### src/rtl/q8a_pkg.sv
`timescale 1ns / 1ps
// Shared types and constants for the Q24.8 fixed-point ALU.
// No dependencies.
package q8a_pkg;

    localparam int FRAC_BITS = 8;
    localparam int DATA_W    = 32;
    localparam int NUM_W     = DATA_W + FRAC_BITS;  // divider numerator / quotient width
    localparam int PROD_W    = 2 * DATA_W;

    localparam logic [3:0] MODE_ADD = 4'd0;
    localparam logic [3:0] MODE_SUB = 4'd1;
    localparam logic [3:0] MODE_MUL = 4'd2;
    localparam logic [3:0] MODE_DIV = 4'd3;
    localparam logic [3:0] MODE_MIN = 4'd4;
    localparam logic [3:0] MODE_MAX = 4'd5;
    localparam logic [3:0] MODE_INC = 4'd6;
    localparam logic [3:0] MODE_DEC = 4'd7;
    localparam logic [3:0] MODE_I2F = 4'd8;
    localparam logic [3:0] MODE_F2I = 4'd9;

    localparam logic signed [DATA_W-1:0] S32_MAX = {1'b0, {(DATA_W-1){1'b1}}};
    localparam logic signed [DATA_W-1:0] S32_MIN = {1'b1, {(DATA_W-1){1'b0}}};

    typedef struct packed {
        logic [3:0]               mode;
        logic signed [DATA_W-1:0] operand_a;
        logic signed [DATA_W-1:0] operand_b;
    } t_in;

    typedef struct packed {
        logic signed [DATA_W-1:0] result;
        logic                     a_greater;
        logic                     a_less;
        logic                     a_equal;
        logic                     overflow;
        logic                     div_by_zero;
    } t_out;

    typedef struct packed {
        logic [3:0]               mode;
        logic                     neg;
        logic                     gt;
        logic                     lt;
        logic                     eq;
        logic                     dz;
        logic                     ovf;
        logic signed [DATA_W-1:0] res;
        logic [PROD_W-1:0]        prod;
        logic [DATA_W-1:0]        den;
        logic [DATA_W:0]          rem;
        logic [NUM_W-1:0]         numq;
    } t_pipe;

endpackage

### src/rtl/q8a_pre.sv
`timescale 1ns / 1ps
// Entry stage: compare, simple ops, magnitude multiply, divider setup.
// Depends on q8a_pkg.
module q8a_pre import q8a_pkg::*; (
    input  logic  i_clk,
    input  logic  i_rst_n,
    input  logic  i_en,
    input  logic  i_valid,
    input  t_in   i_data,
    output logic  o_valid,
    output t_pipe o_pipe
);

    logic                     r_valid;
    t_pipe                    r_pipe;
    t_pipe                    n_pipe;
    logic signed [DATA_W-1:0] a;
    logic signed [DATA_W-1:0] b;
    logic signed [DATA_W-1:0] opnd;
    logic signed [DATA_W:0]   ext;
    logic signed [DATA_W:0]   sum;
    logic                     do_sub;
    logic [DATA_W-1:0]        mag_a;
    logic [DATA_W-1:0]        mag_b;
    logic [FRAC_BITS:0]       top_a;

    always_comb begin
        a      = i_data.operand_a;
        b      = i_data.operand_b;
        mag_a  = a[DATA_W-1] ? DATA_W'(-a) : DATA_W'(a);
        mag_b  = b[DATA_W-1] ? DATA_W'(-b) : DATA_W'(b);
        do_sub = (i_data.mode == MODE_SUB) || (i_data.mode == MODE_DEC);
        opnd   = ((i_data.mode == MODE_INC) || (i_data.mode == MODE_DEC))
                 ? DATA_W'(1) : b;
        ext    = {opnd[DATA_W-1], opnd};
        sum    = {a[DATA_W-1], a} + (do_sub ? -ext : ext);
        top_a  = a[DATA_W-1 -: FRAC_BITS+1];

        n_pipe      = '0;
        n_pipe.mode = i_data.mode;
        n_pipe.neg  = a[DATA_W-1] ^ b[DATA_W-1];
        n_pipe.gt   = a > b;
        n_pipe.lt   = a < b;
        n_pipe.eq   = a == b;
        n_pipe.dz   = (i_data.mode == MODE_DIV) && (b == '0);
        n_pipe.prod = PROD_W'(mag_a) * PROD_W'(mag_b);
        n_pipe.den  = mag_b;
        n_pipe.numq = {mag_a, {FRAC_BITS{1'b0}}};
        case (i_data.mode)
            MODE_ADD, MODE_SUB, MODE_INC, MODE_DEC: begin
                if (sum[DATA_W] != sum[DATA_W-1]) begin
                    n_pipe.ovf = 1'b1;
                    n_pipe.res = sum[DATA_W] ? S32_MIN : S32_MAX;
                end else begin
                    n_pipe.res = sum[DATA_W-1:0];
                end
            end
            MODE_MIN: n_pipe.res = (a < b) ? a : b;
            MODE_MAX: n_pipe.res = (a > b) ? a : b;
            MODE_I2F: begin
                if (!((&top_a) || (~|top_a))) begin
                    n_pipe.ovf = 1'b1;
                    n_pipe.res = a[DATA_W-1] ? S32_MIN : S32_MAX;
                end else begin
                    n_pipe.res = a <<< FRAC_BITS;
                end
            end
            MODE_F2I: n_pipe.res = a >>> FRAC_BITS;
            MODE_DIV: n_pipe.res = a[DATA_W-1] ? S32_MIN : S32_MAX;
            default:  n_pipe.res = '0;
        endcase
    end

    always_ff @(posedge i_clk) begin
        if (!i_rst_n) begin
            r_valid <= 1'b0;
        end else if (i_en) begin
            r_valid <= i_valid;
        end
    end

    always_ff @(posedge i_clk) begin
        if (i_en) begin
            r_pipe <= n_pipe;
        end
    end

    assign o_valid = r_valid;
    assign o_pipe  = r_pipe;

endmodule

### config.mk
export PLATFORM = sky130hd
export DESIGN_NAME = q8a_pre
export DESIGN_NICKNAME = d
export VERILOG_FILES = /design/src/rtl/q8a_pkg.sv /design/src/rtl/q8a_pre.sv
export SDC_FILE = /design/constraint.sdc
export NUM_CORES = 2
export LEC_CHECK = 0
export CORE_UTILIZATION = 61
export CTS_BUF_LIST = sky130_fd_sc_hd__clkbuf_8
export DETAILED_ROUTE_END_ITERATION = 7
export DONT_BUFFER_PORTS = 1
export GPL_TIMING_DRIVEN = 0
export HOLD_SLACK_MARGIN = 0.06
export PLACE_DENSITY_LB_ADDON = 0.1
export SYNTH_ARGS = -nofsm -noshare
export SYNTH_HDL_FRONTEND = slang
export SYNTH_SLANG_ARGS = --single-unit
### constraint.sdc
create_clock -name i_clk -period 27.7 [get_ports i_clk]
set_input_delay 2.77 -clock i_clk [delete_from_list [all_inputs] [get_ports i_clk]]
set_output_delay 2.77 -clock i_clk [all_outputs]
set_load 0.03 [all_outputs]
==> results.toml <==
[yosys]
synth.area.top_cells = "fa_1 (41%), edfxtp_1 (12%), ha_1 (9.5%)"
synth_common_cells = "inv_1 (977), fa_1 (897), nor2_1 (645)"
synth_top_area_share_pct = 41.34
synth_edf_count = 170
synth_most_common_cell = "inv_1"
yosysUniqueCellTypes = 80
synth-async-reset-ratio_pct = 0
netlist_instances = 4898
synth-seq-cells = 171
seq_area_frac_synth_pct = 11.80
yosys_warnings = 0
synth_ff_type = "edfxtp_1"
yosys.area.top_type = "fa_1"
syn_area_um2 = 43430
synth.avg_cell_area_um2 = 8.867

[setup_path]
worstSetupStartpoint = "i_data[32]"
cp-start-kind = "input pin"
required_ns = 28.06
critPathTopFamily = "adder cells"
slowest_stage = "o41ai_1"
cp_num_cells = 32
arrival_ns = 16.84
timing.rr.start = "o_valid"
cp-endpoint = "o_pipe[168]"
cpPeakStageDelay_ns = 1.19
crit_buf_inv = 7
reg2reg_slack_ns = 26.89
end_kind = "flip-flop"
reg2regPathDepth = 2
path_common_cell = "fa_1"
worstPathMaxFanout = 11
critPathKind = "input pin to flip-flop"
regToRegEndpoint = "o_valid"

[grt]
grt_pass1_wl_um = 240100
grt.overflow.total = 0
grt_max_degree = 172
antenna_found_initial = 10
grt_pass1_vias = 36561
grt.total_usage_pct = 47.17

[final_layout]
finish.utilization_pct = 64.49
nets = 6264
drive_above_1_share_pct = 2.712
fin_cells = 5923
area_growth_pct = 4.338
n_fill_cell = 6093

[routing]
drt-vias-per-instance = 6.225
num_vias = 36872
ant_nets = 0
drc = 13
drtPass1Iterations = 8
drt_wl_total_um = 165300
wire_per_inst_um = 27.90
first_iter_violations = 4812

[sta]
fin_hold_ws_ns = 0.6839
hold_viol = 0
worst_pin_slew_ns = 1.621
grt_setup_unrepaired = "no"
finalCriticalPeriod_ns = 16.48
fmax_mhz = 60.69
relSlewSlack_pct = -8.869
timing.final.crit_share_pct = 59.49
tns_ns = 0
drv_slew = 23
setup_viol = 0
finClkSkew_ns = 0

[clocking]
htreeDepth = 4
cts_root_buf = "clkbuf_8"
postCtsHoldBufs = 0
cts_tree = "built"
clock_sinks = 171
cts-buffers-inserted = 17
clk_latency_ns = 0.60
clk_pin_slew_worst_paths_ns = 0.11
cts_max_path_buffers = 2
cts_resized = 0
postCtsSetupRepairBufs = 0

[place]
hpwl_um = 134400
port_buffers = 0
dp.cells = 5884
gp_congestion = 1.099

[floorplan]
core_area_um2 = 70270
die_h_um = 268.8
initial_core_util_pct = 61.81
ios = 284
fp.dieArea_um2 = 72270
die_x_um = 268.8
std_cell_rows = 97

[worst_hold_path]
min-delay-start = "o_valid"
min-delay-path-class = "flip-flop to flip-flop"

[outcome]
status = "finished, violations left"
violations = "DRC, capacitance limit, slew limit"

[job]
drv_cap = 4
## state kept, by name (all words and copies together) (netlist names)
| name | flops |
|---|---|
| o_valid | 1 |
| o_pipe | 170 |
## tightest hold or removal path, stage by stage (launching register included)
cell	delay, ns
dfxtp_1	0.43
mux2i_1	0.17
nor2b_1	0.06
## placed cells by master (no fill, tap or decap), drive strengths merged, types with 104 or more instances in the layout
cell	n
a21oi	162
edfxtp	170
ha	331
inv	993
fa	897
clkbuf	240
nor2	645
o21ai	139
nand2	618
xnor2	104
## how the worst min path moves through the flow
stage               endpoint  slack [ns]  depth (start not counted)
global route         o_valid        0.70                          2
finish               o_valid        0.68                          2
CTS                  o_valid        0.68                          2
global placement     o_valid        0.66                          2
detailed placement   o_valid        0.66                          2
floorplan            o_valid        0.64                          2
## per-stage QoR
| step | setup slack, ns | area, um2 |
|---|---|---|
| 2_1_floorplan | 15.11 | 43580 |
| 3_3_place_gp | 11.17 | 44760 |
| 3_5_place_dp | 11.28 | 44880 |
| 4_1_cts | 11.88 | 45270 |
| 5_1_grt | 11.24 | 45300 |
| 6_report | 11.22 | 45320 |
## layer usage
metal	GRT usage [%]	vias to the layer above	routed length, um
li1	-	15106	-
met1	59.67	18273	58620
met2	67.57	2769	69120
met3	19.70	712	25020
met4	27.84	12	12410
met5	0.2703	-	96
## logic make-up after synthesis
group	synth area share [%]
xor+xnor	3.045
compound gates	7.988
fa+ha+maj	50.88
other cells	0.008634
mux	0.4609
simple gates	14.33
flops	11.80
buf+inv	11.49
## layout make-up
cell class,instances,area [um2],area share (%)
Buffer,282,1240,2.736
Inverter,999,3750,8.275
Antenna cell,6,15.01,0.03313
Multi-Input combinational cell,3486,33550,74.03
Timing Repair Buffer,7,78.83,0.1739
Sequential cell,171,5125,11.31
Clock inverter,15,150.1,0.3313
Tap cell,940,1176,2.595
Clock buffer,17,234.0,0.5163
Power is left out: the tool's default activity adds up to more than one toggle a clock period on the data nets, which glitch-free logic cannot reach.
