File: src/rtl/q8a_pkg.sv
`timescale 1ns / 1ps
// Shared types and constants for the Q24.8 fixed-point ALU.
// No dependencies.
package q8a_pkg;

    localparam int FRAC_BITS = 8;
    localparam int DATA_W    = 32;
    localparam int NUM_W     = DATA_W + FRAC_BITS;  // divider numerator / quotient width
    localparam int PROD_W    = 2 * DATA_W;

    localparam logic [3:0] MODE_ADD = 4'd0;
    localparam logic [3:0] MODE_SUB = 4'd1;
    localparam logic [3:0] MODE_MUL = 4'd2;
    localparam logic [3:0] MODE_DIV = 4'd3;
    localparam logic [3:0] MODE_MIN = 4'd4;
    localparam logic [3:0] MODE_MAX = 4'd5;
    localparam logic [3:0] MODE_INC = 4'd6;
    localparam logic [3:0] MODE_DEC = 4'd7;
    localparam logic [3:0] MODE_I2F = 4'd8;
    localparam logic [3:0] MODE_F2I = 4'd9;

    localparam logic signed [DATA_W-1:0] S32_MAX = {1'b0, {(DATA_W-1){1'b1}}};
    localparam logic signed [DATA_W-1:0] S32_MIN = {1'b1, {(DATA_W-1){1'b0}}};

    typedef struct packed {
        logic [3:0]               mode;
        logic signed [DATA_W-1:0] operand_a;
        logic signed [DATA_W-1:0] operand_b;
    } t_in;

    typedef struct packed {
        logic signed [DATA_W-1:0] result;
        logic                     a_greater;
        logic                     a_less;
        logic                     a_equal;
        logic                     overflow;
        logic                     div_by_zero;
    } t_out;

    typedef struct packed {
        logic [3:0]               mode;
        logic                     neg;
        logic                     gt;
        logic                     lt;
        logic                     eq;
        logic                     dz;
        logic                     ovf;
        logic signed [DATA_W-1:0] res;
        logic [PROD_W-1:0]        prod;
        logic [DATA_W-1:0]        den;
        logic [DATA_W:0]          rem;
        logic [NUM_W-1:0]         numq;
    } t_pipe;

endpackage

File: src/rtl/q8a_div_step.sv
`timescale 1ns / 1ps
// One restoring-division step: one quotient bit per stage.
// Depends on q8a_pkg.
module q8a_div_step import q8a_pkg::*; (
    input  logic  i_clk,
    input  logic  i_rst_n,
    input  logic  i_en,
    input  logic  i_valid,
    input  t_pipe i_pipe,
    output logic  o_valid,
    output t_pipe o_pipe
);

    logic            r_valid;
    t_pipe           r_pipe;
    t_pipe           n_pipe;
    logic [DATA_W:0] shifted;
    logic            take;

    always_comb begin
        shifted = {i_pipe.rem[DATA_W-1:0], i_pipe.numq[NUM_W-1]};
        take    = shifted >= {1'b0, i_pipe.den};
        n_pipe      = i_pipe;
        n_pipe.rem  = take ? shifted - {1'b0, i_pipe.den} : shifted;
        n_pipe.numq = {i_pipe.numq[NUM_W-2:0], take};
    end

    always_ff @(posedge i_clk) begin
        if (!i_rst_n) begin
            r_valid <= 1'b0;
        end else if (i_en) begin
            r_valid <= i_valid;
        end
    end

    always_ff @(posedge i_clk) begin
        if (i_en) begin
            r_pipe <= n_pipe;
        end
    end

    assign o_valid = r_valid;
    assign o_pipe  = r_pipe;

endmodule

File: config.mk
export PLATFORM = sky130hd
export DESIGN_NAME = q8a_div_step
export DESIGN_NICKNAME = d
export VERILOG_FILES = /design/src/rtl/q8a_pkg.sv /design/src/rtl/q8a_div_step.sv
export SDC_FILE = /design/constraint.sdc
export NUM_CORES = 1
export LEC_CHECK = 0
export BUFFER_PORTS_ARGS = -buffer_cell sky130_fd_sc_hd__buf_4
export CORE_AREA = 2 2 166 168
export CTS_BUF_LIST = sky130_fd_sc_hd__clkbuf_2
export CTS_CLUSTER_DIAMETER = 40
export DETAILED_ROUTE_END_ITERATION = 16
export DIE_AREA = 0 0 168 170
export HOLD_SLACK_MARGIN = 0.1
export SKIP_LAST_GASP = 1
export SYNTH_ARGS = -nofsm -noshare
export SYNTH_HDL_FRONTEND = slang
export SYNTH_SLANG_ARGS = --single-unit
File: constraint.sdc
create_clock -name i_clk -period 2.4 [get_ports i_clk]
set_input_delay 0.12 -clock i_clk [delete_from_list [all_inputs] [get_ports i_clk]]
set_output_delay 0.12 -clock i_clk [all_outputs]
set_load 0.005 [all_outputs]
==> summary.md, run 1 <==
| Metric | Value |
|---|---|
| Run Error | [ERROR RSZ-0060] Max buffer count reached. |
| Synth async-reset ratio | 0% |
| Ys flop type | edfxtp_1 |
| Starting Density | 33.0% |
| Mapped Cells | a little under 600 |
| Mapped Area | approximately 9000 um^2 |
| Top cell type by total area after synthesis | edfxtp_1 |
| Syn Nets | ~840 |
| Synth Area per Inst | between 10 and 15 um^2 |
| Top cells by area, synth | edfxtp_1 (72%), ha_1 (4.6%), o21ai_0 (2.5%), nand2_1 (2.5%), xor2_1 (1.8%) |
| Cell Area, Placed | roughly 13000 um^2 |
| H-tree depth | 2 |
| # IOs | approximately 430 |
| Yosys top cell area share | between 70% and 80% |
| Post-cts sizing count | 0 |
| Hold Buf Count CTS | 300 |
| Syn. warnings | 0 |
| Fail Step | clock tree synthesis (4_1_cts) |
| Post-synthesis sequential area ratio | between 70% and 80% |
| Row count | 60 |
| Outcome | did not finish |
| Port Buffer Count | approximately 430 |
| Unique masters post-synth | ~60 |
| Cts bufs inserted | 57 |
| HPWL after DPL | around 23 mm |
| Die Y-Extent | about 170 um |
| Clock root buffer | clkbuf_2 |
| CTS Buffer Depth | 3 |
| Post-synth EDFFs | about 210 |
| Setup Buffers After CTS | 0 |
| GP Congestion | about 0.86 |
| Die Span X | approximately 170 um |
| Register bit total from synthesis | 212 |
| Place WS | -0.129 ns |
| CTS Sinks | approximately 210 |
## cells by family after synthesis
| group | synth area share (%) |
|---|---|
| AND/OR/NAND/NOR | 6.84 |
| XOR/XNOR | 2.69 |
| multiplexers | 0.242 |
| buffers and inverters | 2.63 |
| adder cells (fa/ha/maj) | 4.78 |
| AO/OA/AOI/OAI | 10.6 |
| flip-flops | 72.2 |
## per-stage QoR
step           hold slack, ns  utilization, %  cells
2_1_floorplan           0.219               -    590
3_3_place_gp            0.298            48.2   1400
3_5_place_dp            0.299            48.2   1400
## synthesized netlist by cell type (all sizes together), types with 2 or more instances
cell type  number
edfxtp        211
nand2          58
o21ai          51
inv            39
ha             32
a21oi          27
nor2           20
a21o           19
xor2           18
buf            10
xnor2           9
a211oi          8
nand2b          8
nand3           8
and2            6
clkbuf          5
nand4           5
nor2b           5
o21a            5
nor3            4
o211ai          4
and3            3
nor3b           3
o21bai          3
a2111oi         2
a21boi          2
a31oi           2
nor4            2
o211a           2
==> run 2, diff against run 1 <==
--- a/config.mk
+++ b/config.mk
@@ -6,12 +6,9 @@
 export NUM_CORES = 1
 export LEC_CHECK = 0
 export BUFFER_PORTS_ARGS = -buffer_cell sky130_fd_sc_hd__buf_4
-export CORE_AREA = 2 2 166 168
-export CTS_BUF_LIST = sky130_fd_sc_hd__clkbuf_2
-export CTS_CLUSTER_DIAMETER = 40
+export CORE_UTILIZATION = 25
 export DETAILED_ROUTE_END_ITERATION = 16
-export DIE_AREA = 0 0 168 170
-export HOLD_SLACK_MARGIN = 0.1
+export PLACE_DENSITY_LB_ADDON = 0.15
 export SKIP_LAST_GASP = 1
 export SYNTH_ARGS = -nofsm -noshare
 export SYNTH_HDL_FRONTEND = slang
==> constraint.sdc (replaced) <==
create_clock -name i_clk -period 3.1 [get_ports i_clk]
set_input_delay 0.155 -clock i_clk [delete_from_list [all_inputs] [get_ports i_clk]]
set_output_delay 0.155 -clock i_clk [all_outputs]
set_load 0.005 [all_outputs]
==> run 2 against run 1 <==
  * The flow now finishes without violations
  * Synthesized area did not move
  * Synthesized cell count unchanged
==> summary.md, run 2 <==
| Metric | Value |
|---|---|
| Outcome | finished clean |
| Overall Power | 7.94 mW |
| CTS Buffer Depth | 3 |
| # setup viols final | 0 |
| Peak supply drop | approximately 0.37 mV |
| Largest register FFs | approximately 210 |
| Die Span X | around 190 um |
| Final period utilization | 91.7% |
| Drt pass-1 iters | 4 |
| Setup TNS | 0 ns |
| HPWL after DPL | approximately 22 mm |
| Top cells by area, synth | edfxtp_1 (72%), ha_1 (4.6%), o21ai_0 (2.5%), nand2_1 (2.5%), xor2_1 (1.8%) |
| Row count | 68 |
| Setup Buffers After CTS | 0 |
| Clock root buffer | clkbuf_16 |
| HP Class | input port to flip-flop |
| Most numerous cell in the Yosys netlist | edfxtp_1 |
| Die Y-Extent | between 150 and 200 um |
| Net Sw Power | between 1.5 and 2 mW |
| Crit-path max FO | 20 |
| Element type at the critical path end | flip-flop |
| Routed WL | ~30 mm |
| Port Buffer Count | about 430 |
| H-tree depth | 1 |
| Cell depth of the worst flop-to-flop path | 3 |
| Crit path kind | input port to flip-flop |
| Syn Nets | between 800 and 900 |
| DR iter-0 viols | slightly above 300 |
| Maximum number of pins on one net before global-route repair | 64 |
| Pleak | 6.63 nW |
| Fill count | between 3k and 4k |
| Final Hold Viols | 0 |
| Largest stage delay, worst path | roughly 0.57 ns |
| Slew @ Worst Pin | approximately 0.54 ns |
| Ys flop type | edfxtp_1 |
| CP cell instances | dlygate4sd3_1 -> buf_4 -> ha_1 -> nand2_1 -> nor2_1 -> a32o_2 -> a211oi_4 -> nand4_2 -> nand2_2 -> buf_4 -> o21ai_0 |
| Initial antenna violation count | 0 |
| Hold path cells | 3 |
| Cts bufs inserted | 25 |
| WP buf/inv | 3 |
| Critical path launch point type | input port |
| Area growth, synth to finish | 75.8% |
| CTS tree | done |
| GP Congestion | 0.828 |
| DR WL/cell | ~17 um |
| Mapped Cells | 590 |
| # IOs | roughly 430 |
| Synth async-reset ratio | 0% |
| Worst hold slack | 0.0194 ns |
| Mapped Area | 8800 um^2 |
| Sw frac | between 20% and 30% |
| Max-cap violations | 0 |
| Vias in the first global route | around 7.5k |
| RSZ-0062 raised after global routing | no |
| GRT Util Overall | about 16% |
| Slew headroom | between 60 and 70% |
| Antenna Cells | 0 |
| Share of layout cells above drive strength 1 | 38.8% |
| R2R setup slack | roughly 1.9 ns |
| Worst Skew | 0 ns |
| Clk_lat worst skew | between 0.5 and 0.6 ns |
| Int Power | ~6.0 mW |
| Clock network fraction of total power | 35.5% |
| Top cell type by total area after synthesis | edfxtp_1 |
| CTS Sinks | approximately 210 |
| Post-synthesis sequential area ratio | between 70% and 80% |
| Logic pwr share | approximately a fifth |
| Clock transition at path regs | about 0.06 ns |
| Crit. path cell count | 11 |
| Delay-heaviest family, CP | buffers and inverters |
| Routed Antenna Nets | 0 |
| Final Max Slew Viols | 0 |
| Critical path arrival | 3.07 ns |
| Post-synth EDFFs | ~210 |
| Yosys top cell area share | just over 70% |
| Synth Area per Inst | 14.9 um^2 |
| Commonest non-fill, non-tap cell in the layout | buf_4 |
| Gr ovfl total | 0 |
| Register bit total from synthesis | 212 |
| Syn. warnings | 0 |
| Post-cts sizing count | 0 |
| Vias per inst | between 4 and 5 |
| Commonest cells after routing, fill and taps aside | buf_4 (433), edfxtp_1 (211), dlygate4sd3_1 (209), nand2_1 (57), o21ai_0 (44) |
| Required @ worst endpoint | about 3.3 ns |
| Full die area | around 36000 um^2 |
| Core Box Area | 34600 um^2 |
| FMAX | between 300 and 400 MHz |
| Power Dens Cells | around 510 nW/um^2 |
| Slowest cell on crit path | dlygate4sd3_1 |
| DRC violations left | 0 |
| Most frequent CP cell | buf_4 |
| Min Tclk post-route | between 2 and 3 ns |
| Nets | 1495 |
| Starting Density | between 20% and 30% |
| First-pass GRT wire length | 43.6 mm |
| Unique masters post-synth | around 60 |
| Post-synth top cells | edfxtp_1 (211), nand2_1 (58), o21ai_0 (44), inv_1 (38), ha_1 (32) |
| Flop pwr share | between 40% and 50% |
| Routed vias | between 7k and 8k |
-- run 2: cell counts after synthesis --
No cell type changed its count.
-- run 2: timing repair --
item	in CTS	in global routing
hold buffers	209	0
hold endpoints to repair	208	0
endpoints found under the setup margin	0	0
-- run 2: worst min-delay path: stages --
cell and delay [ns]:
buf_4 0.09, nand2_1 0.04, o21ai_0 0.11
-- run 2: metal layers --
metal  GRT usage (%)  vias to the layer above  share of wire (%)
met3            3.65                       42                6.7
met5               0                        -                  0
met1            17.4                     3445                 38
met2            30.2                      253                 53
met4            3.32                        0                1.9
li1                -                     3530                  -
-- run 2: final cells by class --
type                            instances  area (um^2)  share of cell area, %
Inverter                               39          146                  0.946
Clock inverter                         14          129                  0.833
Sequential cell                       212         6360                   41.1
Multi-Input combinational cell        324         2210                   14.3
Clock buffer                           31          658                   4.25
Tap cell                              455          569                   3.68
Timing Repair Buffer                  645         5400                   34.9
-- run 2: cells by family (layout without fill, tap and decap cells) --
logic type | Yosys count | in the layout | share of synthesized area (%)
AOI/OAI and AO/OA | 136 | 136 | 10.6
xor gates and xnor gates | 27 | 27 | 2.69
adders and majority gates | 33 | 33 | 4.78
buffers and inverters | 54 | 729 | 2.63
DFF | 212 | 212 | 72.2
muxes | 2 | 2 | 0.242
and+or+nand+nor | 126 | 126 | 6.84
-- run 2: path summary, 6_finish.rpt --
check	startpoint	to
worst max-delay path	i_pipe[59]	o_pipe[58]
worst min-delay path	i_pipe[57]	o_pipe[58]
worst max register to register	o_valid	o_valid
worst min register to register	o_valid	o_valid
-- run 2: power by group through the flow --
stage | combinational [mW] | sequential [mW] | clock (mW)
5_1_grt | 1.71 | 3.57 | 3.02
3_5_place_dp | 1.37 | 3.61 | 0
4_1_cts | 1.60 | 3.55 | 2.93
3_3_place_gp | 1.36 | 3.60 | 0
2_1_floorplan | 0.458 | 3.64 | 0
6_report | 1.57 | 3.55 | 2.82
-- run 2: metrics by stage --
stage | area, um^2 | instances | util (%) | setup slack, ns
2_1_floorplan | 8800 | 590 | - | 0.635
3_3_place_gp | 12600 | 1466 | 36.4 | 0.278
3_5_place_dp | 12600 | 1466 | 36.4 | 0.239
4_1_cts | 15500 | 1720 | 44.7 | 0.234
5_1_grt | 15500 | 1720 | 44.7 | 0.0459
6_report | 15500 | 1720 | 44.7 | 0.259
Note: power is estimated with default switching activity, not from simulation.
==> run 3, diff against run 2 <==
--- a/config.mk
+++ b/config.mk
@@ -5,9 +5,10 @@
 export SDC_FILE = /design/constraint.sdc
 export NUM_CORES = 1
 export LEC_CHECK = 0
-export BUFFER_PORTS_ARGS = -buffer_cell sky130_fd_sc_hd__buf_4
 export CORE_UTILIZATION = 25
 export DETAILED_ROUTE_END_ITERATION = 16
+export DONT_BUFFER_PORTS = 1
+export GPL_ROUTABILITY_DRIVEN = 0
 export PLACE_DENSITY_LB_ADDON = 0.15
 export SKIP_LAST_GASP = 1
 export SYNTH_ARGS = -nofsm -noshare
==> run 3 against run 2 <==
  * The flow now finishes with violations (negative hold slack)
  * Power down 7.8%
  * Clock-buffer cell count is 1 higher
  * Clock power about the same
  * Global-route usage decreased by 1.5 points
  * Worst setup slack better by 0.25 ns
  * Die area unchanged
  * Clock skew did not move
  * Combinational power decreased by 47%
  * Fmax grew 9.5%
  * Via count down 22%
  * Largest power group unchanged
==> summary.md, run 3 (synthesis results as in run 2) <==
| Metric | Value |
|---|---|
| Crit path kind | input port to flip-flop |
| Maximum number of pins on one net before global-route repair | 213 |
| DRC violations left | 0 |
| Gr ovfl total | 0 |
| Largest register FFs | roughly 210 |
| Nets | 1069 |
| Cell depth of the worst flop-to-flop path | 3 |
| Hold Buf Count CTS | approximately 210 |
| Die Span X | between 150 and 200 um |
| Commonest non-fill, non-tap cell in the layout | dlygate4sd3_1 |
| Routed vias | about 5.7k |
| WP buf/inv | 1 |
| Worst Skew | 0 ns |
| Vias in the first global route | between 6k and 7k |
| Port Buffer Count | 0 |
| Overall Power | about 7.3 mW |
| R2R setup slack | 1.84 ns |
| Antenna Cells | 0 |
| Hold path cells | 0 |
| Critical path arrival | approximately 2.9 ns |
| Share of layout cells above drive strength 1 | 6.93% |
| Routed Antenna Nets | 0 |
| Core Box Area | about 35000 um^2 |
| Clk_lat worst skew | 0.51 ns |
| Slew @ Worst Pin | 0.659 ns |
| Failing checks | negative hold slack |
| # setup viols final | 0 |
| CTS tree | done |
| Fin util | ~35% |
| Die Y-Extent | ~190 um |
| Pleak | about 4.6 nW |
| CP cell instances | dlygate4sd3_1 -> fa_1 -> nor2b_1 -> o21bai_1 -> nand2_1 -> a211oi_2 -> a2111oi_2 -> o21ai_2 -> o21ai_1 -> mux2_2 |
| Max-cap violations | 0 |
| Met1 Track Usage GR | between 10% and 20% |
| GRT Util Overall | 14.3% |
| DR WL/cell | between 20 and 25 um |
| Drt pass-1 iters | 4 |
| M2 GR Usage | approximately 27% |
| Post-cts sizing count | 0 |
| Setup Buffers After CTS | 0 |
| Cts bufs inserted | 24 |
| Top Usage Layer GRT | met2 |
| H-tree depth | 1 |
| FF-to-FF End | o_valid |
| Reg2Reg Launch Point | o_valid |
| CTS Buffer Depth | 3 |
| Power Dens Cells | 598 nW/um^2 |
| Routed WL | around 27 mm |
| Delay-heaviest family, CP | compound AO/OA/AOI/OAI gates |
| HPWL after DPL | roughly 19 mm |
| DR iter-0 viols | between 200 and 250 |
| HP Class | input port to flip-flop |
| Hold Startpoint | i_en |
| FMAX | 385 MHz |
| Clock transition at path regs | 0.06 ns |
| Final period utilization | between 80 and 90% |
| Vias per inst | 4.41 |
| Clock root buffer | clkbuf_16 |
| Starting Density | 25.4% |
| M3 GR Usage | 3.25% |
| Min Tclk post-route | ~2.6 ns |
| Final Max Slew Viols | 0 |
| Crit-path max FO | 3 |
| Peak supply drop | ~0.39 mV |
| Outcome | finished with violations |
| Fill count | between 3k and 4k |
| Initial antenna violation count | 0 |
| # IOs | between 400 and 500 |
| Final Hold Viols | 61 |
| Critical path launch point type | input port |
| Commonest cells after routing, fill and taps aside | dlygate4sd3_1 (212), edfxtp_1 (211), nand2_1 (57), o21ai_0 (44), inv_1 (38) |
| Slowest cell on crit path | dlygate4sd3_1 |
| Area growth, synth to finish | 39.3% |
| Slew headroom | a little under three fifths |
| CTS Sinks | 212 |
| Largest stage delay, worst path | slightly below 0.6 ns |
| Worst hold slack | -0.238 ns |
| Full die area | ~36000 um^2 |
| RSZ-0062 raised after global routing | no |
| First-pass GRT wire length | 38.2 mm |
| Required @ worst endpoint | approximately 3.4 ns |
| Worst Hold End | o_pipe[2] |
| Element type at the critical path end | flip-flop |
| Row count | 68 |
| Setup TNS | 0 ns |
-- run 3: changes by cell type in the layout (fill, tap and decap cells not counted), sizes merged --
cell	change
dlygate4sd3	+3
buf	-428
inv	-1
clkinv	-2
bufinv	+1
clkinvlp	-2
clkbuf	+1
-- run 3: stage by stage --
stage	instance area, um^2	setup slack [ns]	cells
global route	12300	0.349	1292
floorplan	8800	0.635	590
finish	12300	0.505	1292
global placement	9360	0.375	1038
detailed placement	9360	0.345	1038
CTS	12300	0.523	1292
-- run 3: layout make-up --
type	instances	area [um^2]	share of cell area [%]
flip-flops and latches	212	6360	51.9
multi-input cells	324	2210	18.1
repair buffers	220	2190	17.9
clock buffers	32	652	5.32
well taps	455	569	4.64
inverters	39	146	1.19
clock inverters	10	125	1.02
-- run 3: layer usage --
| metal | routed length, um | part of all wire, % | vias up |
|---|---|---|---|
| met1 | 9990 | 37 | 2753 |
| li1 | - | - | 2670 |
| met5 | 0 | 0 | - |
| met4 | 575 | 2.1 | 0 |
| met2 | 14700 | 54 | 251 |
| met3 | 1820 | 6.7 | 29 |
-- run 3: power breakdown --
part	leakage, nW	internal (mW)	switching [mW]
sequential	2.07	3.49	0.182
clock	0.378	1.72	1.10
combinational	2.13	0.420	0.413
-- run 3: worst max-delay path by stage --
stage	from	to	slack, ns	cells after the start
after global routing	i_pipe[74]	o_pipe[64]	0.35	11
final	i_pipe[74]	o_pipe[72]	0.51	10
after floorplan	i_pipe[39]	o_pipe[72]	0.63	11
after detailed placement	i_pipe[79]	o_pipe[59]	0.34	9
after CTS	i_pipe[74]	o_pipe[72]	0.52	10
after global placement	i_pipe[77]	o_pipe[64]	0.38	11
